`config.mk`:
```
export PLATFORM = sky130hd
export DESIGN_NAME = fpsc_ctrl
export DESIGN_NICKNAME = d
export VERILOG_FILES = /design/src/hdl/fpsc_pkg.sv /design/src/hdl/fpsc_ctrl.sv
export SDC_FILE = /design/constraint.sdc
export NUM_CORES = 1
export LEC_CHECK = 0
export BUFFER_PORTS_ARGS = -buffer_cell sky130_fd_sc_hd__buf_2
export CORE_UTILIZATION = 39
export DETAILED_ROUTE_END_ITERATION = 7
export PLACE_DENSITY = 0.68
export SKIP_CTS_REPAIR_TIMING = 1
export SLEW_MARGIN = 0
export SYNTH_ARGS = -nofsm -noshare
export SYNTH_HDL_FRONTEND = slang
export SYNTH_SLANG_ARGS = --single-unit
```
`constraint.sdc`:
```
create_clock -name clk -period 1.3 [get_ports clk]
set_input_delay 0.065 -clock clk [delete_from_list [all_inputs] [get_ports clk]]
set_output_delay 0.065 -clock clk [all_outputs]
set_load 0.02 [all_outputs]
```
`src/hdl/fpsc_pkg.sv`:
```
// Shared types and constants for the forbidden pair set check.
// Holds the command codes and the control and status structs that join
// the controller and the datapath. Depends on nothing.
package fpsc_pkg;

  localparam int ID_W  = 10;
  localparam int CMD_W = 2;

  localparam logic [CMD_W-1:0] CMD_LOAD  = 2'd0;
  localparam logic [CMD_W-1:0] CMD_CLEAR = 2'd1;
  localparam logic [CMD_W-1:0] CMD_ITEM  = 2'd2;

  typedef struct packed {
    logic take_load;
    logic take_clear;
    logic take_item;
    logic walk_issue;
    logic clean_issue;
    logic sweep_write;
    logic cnt_clr;
    logic out_load;
    logic end_set;
  } fpsc_ctl_t;

  typedef struct packed {
    logic in_range;
    logic walk_more;
    logic walk_done;
    logic clean_more;
    logic clean_done;
    logic sweep_done;
    logic out_free;
    logic overflow_seen;
  } fpsc_stat_t;

endpackage

```
`src/hdl/fpsc_ctrl.sv`:
```
// Controller state machine for the forbidden pair set check.
// Sequences accept, pair table walk, verdict, set cleanup and bitmap sweep.
// Depends on fpsc_pkg for the command codes and control structs.
module fpsc_ctrl
  import fpsc_pkg::*;
(
  input  logic              clk,
  input  logic              rst,
  input  logic              in_valid,
  output logic              in_stall,
  input  logic [CMD_W-1:0]  cmd,
  input  logic              last,
  input  fpsc_stat_t        stat,
  output fpsc_ctl_t         ctl
);

  typedef enum logic [5:0] {
    S_IDLE    = 6'b000001,
    S_WALK    = 6'b000010,
    S_VERDICT = 6'b000100,
    S_CLEAN   = 6'b001000,
    S_SWEEP   = 6'b010000,
    S_SPARE   = 6'b100000
  } state_t;

  state_t state;
  state_t state_next;
  logic   last_flag;
  logic   take;

  assign in_stall = (state != S_IDLE);
  assign take     = in_valid && (state == S_IDLE);

  always_comb begin
    ctl            = '0;
    state_next     = state;
    ctl.take_load  = take && (cmd == CMD_LOAD);
    ctl.take_clear = take && (cmd == CMD_CLEAR);
    ctl.take_item  = take && (cmd == CMD_ITEM);
    unique case (state)
      S_IDLE: begin
        if (ctl.take_item) begin
          if (stat.in_range) begin
            state_next = S_WALK;
          end else if (last) begin
            state_next = S_VERDICT;
          end
        end
      end
      S_WALK: begin
        ctl.walk_issue = stat.walk_more;
        if (stat.walk_done) begin
          ctl.cnt_clr = 1'b1;
          state_next  = last_flag ? S_VERDICT : S_IDLE;
        end
      end
      S_VERDICT: begin
        if (stat.out_free) begin
          ctl.out_load = 1'b1;
          state_next   = stat.overflow_seen ? S_SWEEP : S_CLEAN;
        end
      end
      S_CLEAN: begin
        ctl.clean_issue = stat.clean_more;
        if (stat.clean_done) begin
          ctl.cnt_clr = 1'b1;
          ctl.end_set = 1'b1;
          state_next  = S_IDLE;
        end
      end
      S_SWEEP: begin
        ctl.sweep_write = 1'b1;
        if (stat.sweep_done) begin
          ctl.cnt_clr = 1'b1;
          ctl.end_set = 1'b1;
          state_next  = S_IDLE;
        end
      end
      default: begin
        state_next = S_SWEEP;
      end
    endcase
  end

  always_ff @(posedge clk) begin
    if (rst) begin
      state     <= S_SWEEP;
      last_flag <= 1'b0;
    end else begin
      state <= state_next;
      if (ctl.take_item) begin
        last_flag <= last;
      end
    end
  end

endmodule

```
Word level (Yosys, flattened, before mapping)
Index checks and enable logic that the tools add are counted.
Word-level totals
  flip-flop bits (word level): 7
  output and inout bits: 10
  logic and storage cells: 42
Operators by class
  equal/unequal tests: 14
  multiplexer cells: 20
  reduce and logical (&&, ||, !) cells: 6
Operators with widths (count)
  2-to-1 mux 6 bit: 7
  one-hot mux 6 bit (5 select lines): 1
  != test 2 bit (second input constant): 5
  2-to-1 mux 1 bit: 8
  == test 6 x 1 -> 1 bit (second input constant): 1
  == test 6 x 2 -> 1 bit (second input constant): 1
  == test 6 x 3 -> 1 bit (second input constant): 1
  == test 6 x 4 -> 1 bit (second input constant): 1
  == test 6 x 5 -> 1 bit (second input constant): 1
  != test 6 x 1 -> 1 bit (second input constant): 1
  AND reduction 6 bit: 1
  2-to-1 mux 5 bit: 1
  logical AND 1 bit: 4
  2-to-1 mux 3 bit: 1
  != test 3 bit (second input constant): 1
  one-hot mux 1 bit (3 select lines): 1
  == test 2 x 1 -> 1 bit (second input constant): 1
  == test 2 bit (second input constant): 1
  logical NOT 2 bit: 1
  one-hot mux 1 bit (2 select lines): 1

Longest topological paths before layout
  depth after elaboration: 5
  mapped depth: 5
  gate-level depth less buffers: 4

Least setup slack after synthesis
No wires, ideal clock.
  path kind: reg-to-output
  start: register state[3]
  end: output port ctl[2] in the netlist's numbering
  arrival time: 2130 ps
  setup slack: -895 ps
  stages on the path, launching flop included: 5
  path buffers: 1
  path through: dfxtp_1 > buf_2 > nand3b_1 > a2111oi_0 > a21o_1
RTL lines
  start, declared: line fpsc_ctrl.sv:26  | state_t state;
  start signal, assigned: line fpsc_ctrl.sv:90  | state <= state_next;
  end, declared: line fpsc_ctrl.sv:14  | output fpsc_ctl_t ctl

==> reports/results.txt <==
outcome: finished, violations left
failing checks: negative setup slack
largest net degree at the start of global routing: 14
switching part of the total: 0.353
Fill cells: 71
initial antenna violation count: 0
Net count, final: 120
clock slew at reported path FFs: 50 ps
Initial Util: 0.437
crit path launch: state[2]
Slew Limit Headroom: 0.763
Rows: 12
GR Util met2: 0.422
Final setup violation count: 15
DRC Markers: 0
unrepaired setup endpoints after global routing: true
Hold WC Path Type: input pin to register
Fin. Hold Viols: 0
fin crit share: 1.37
vias in the first global route: 597
Boundary Pins: 24
Die Footprint: 1440 µm²
design area: 933 µm²
Post-Route Utilization: 0.807
Crit Path Class: register to primary output
Max rail drop VDD: 0.000725 V
gr ovfl total: 0
Worst Hold Launch: rst
met1 usage: 0.293
Num CTS Buffers: 3
leak pwr: 0.405 nW
gr usage total: 0.252
Internal Power: 0.490 mW
core area: 1160 µm²
Critical Path RT: 1240 ps
distinct cell type count of the synthesized netlist: 31
Max Freq: 561 MHz
TNS Setup: -4110 ps
Synth Cell Area: 505 µm²
pwr dens: 811 nW/µm²
ANT nets after route: 0
Placed Cells: 109
vias per cell: 5.76
CP Launch Type: register
dpl hpwl: 1190 µm
Root Driver: clkbuf_4
TritonCTS clock tree: yes
Slew @ Worst Pin: 351 ps
Clk pwr share: 0.249
Die Ht: 38 µm
Mapped Cells: 66
Wirelength per Cell: 15.0 µm
hold slack: 55.6 ps
Setup crit end kind: primary output
proportion of layout cells with a drive suffix above 1: 0.619
post-synthesis sequential area ratio: 0.238
Psw: 0.267 mW
syn avg cell area: 7.66 µm²
final instance count without filler cells: 119
Logic pwr share: 0.463
Reg2Reg Setup Slack: -420 ps
GR peak layer: met2
Yosys reg bits: 6
Reg power frac: 0.289
Routed WL: 1790 µm
final setup skew: 1.05 ps
max_cap viols: 0
Mapped Nets: 80
DRT iter0 DRCs: 13
DR vias: 686
setup ws final: -481 ps
Pre-Repair DR Iteration Count: 4
CP Data Arrival Time: 1720 ps
H-tree depth: 1
Clock Tree Buf Depth: 2
most common cell after layout, fill and taps aside: buf_4
Ant. Diodes: 0
area grow syn2layout: 84.7%
first-pass GRT wire length: 2460 µm
Die Span X: 38 µm
worst skew pair latency: 250 ps
Slew Viols, Final: 0
Ys Warns: 0
crit path max fanout: 3
Tmin final: 1780 ps
Area after DPL: 742 µm²
port buffer count: 23
clk sinks: 6
commonest cells after routing, fill and taps aside: buf_4, buf_2, buf_6
worst r2r src: state[2]
GPL Wtd Cong: 0.850
met3 usage: 0.0581
## power by group through the flow
stage	combinational (mW)	clock, mW	sequential, mW
final	0.350	0.188	0.219
after global placement	0.268	0	0.214
after detailed placement	0.275	0	0.213
after global routing	0.371	0.200	0.219
after floorplan	0.168	0	0.217
after CTS	0.275	0.194	0.210
## flip-flops by register name, indices dropped and copies added (netlist names)
register / flops
state: 5
last_flag: 1
## worst max-delay path, cell delays in order, from the launching register on
cell	delay, ps
dfxtp_2	340
or4b_4	550
nor2_4	170
inv_4	50
nor4b_4	190
buf_4	170
## final timing paths
path	endpoint	cells after the start
worst max register to register	last_flag	6
worst min-delay path	state[1]	2
worst max-delay path	ctl[8]	5
worst min register to register	last_flag	2
## area by class of cell
type	instances	area (µm²)	area share
inverters	4	17.5	0.0188
clock buffers	4	26.3	0.0282
multi-input cells	52	465	0.499
flip-flops and latches	6	129	0.138
well taps	14	17.5	0.0188
repair buffers	39	278	0.298
## routing by layer
layer,routed length (µm),up-vias
li1,-,328
met5,0,-
met1,739,322
met4,34,0
met2,904,32
met3,112,4
## synth_stat cells
library cell | n | area (µm²)
and2_1 | 1 | 6.26
or4b_4 | 1 | 13.8
a21o_1 | 1 | 7.51
dfxtp_1 | 6 | 120
nor3b_1 | 4 | 30.0
nor4b_1 | 1 | 8.76
mux2i_1 | 1 | 10.0
o311ai_0 | 2 | 17.5
buf_2 | 2 | 10.0
nor2_1 | 7 | 26.3
nand2_1 | 2 | 7.51
nand3_1 | 1 | 5.00
and3_1 | 3 | 18.8
nand4bb_1 | 1 | 11.3
nor2b_1 | 2 | 12.5
and4b_1 | 1 | 10.0
nor2_2 | 1 | 6.26
a21oi_1 | 4 | 20.0
a31oi_1 | 1 | 6.26
nand3b_1 | 5 | 37.5
o21a_1 | 1 | 7.51
nor3_4 | 1 | 16.3
a2111oi_0 | 1 | 8.76
nand4b_1 | 1 | 8.76
o32ai_1 | 1 | 8.76
o21ai_0 | 4 | 20.0
nor3_1 | 2 | 10.0
clkbuf_1 | 2 | 7.51
o41ai_1 | 1 | 8.76
a32oi_1 | 1 | 8.76
inv_1 | 4 | 15.0
## logic make-up after synthesis
group,after synthesis,share of synthesized area
buffers and inverters,8,0.0644
muxes,1,0.0198
and+or+nand+nor,34,0.453
AOI/OAI and AO/OA,17,0.225
DFF,6,0.238
## stage by stage
step           worst slack, ps  power (mW)
2_1_floorplan             -248       0.384
3_3_place_gp              -242       0.482
3_5_place_dp              -273       0.488
4_1_cts                   -537       0.679
5_1_grt                   -538       0.790
6_report                  -481       0.757
Note: power is estimated with default switching activity, not from simulation.
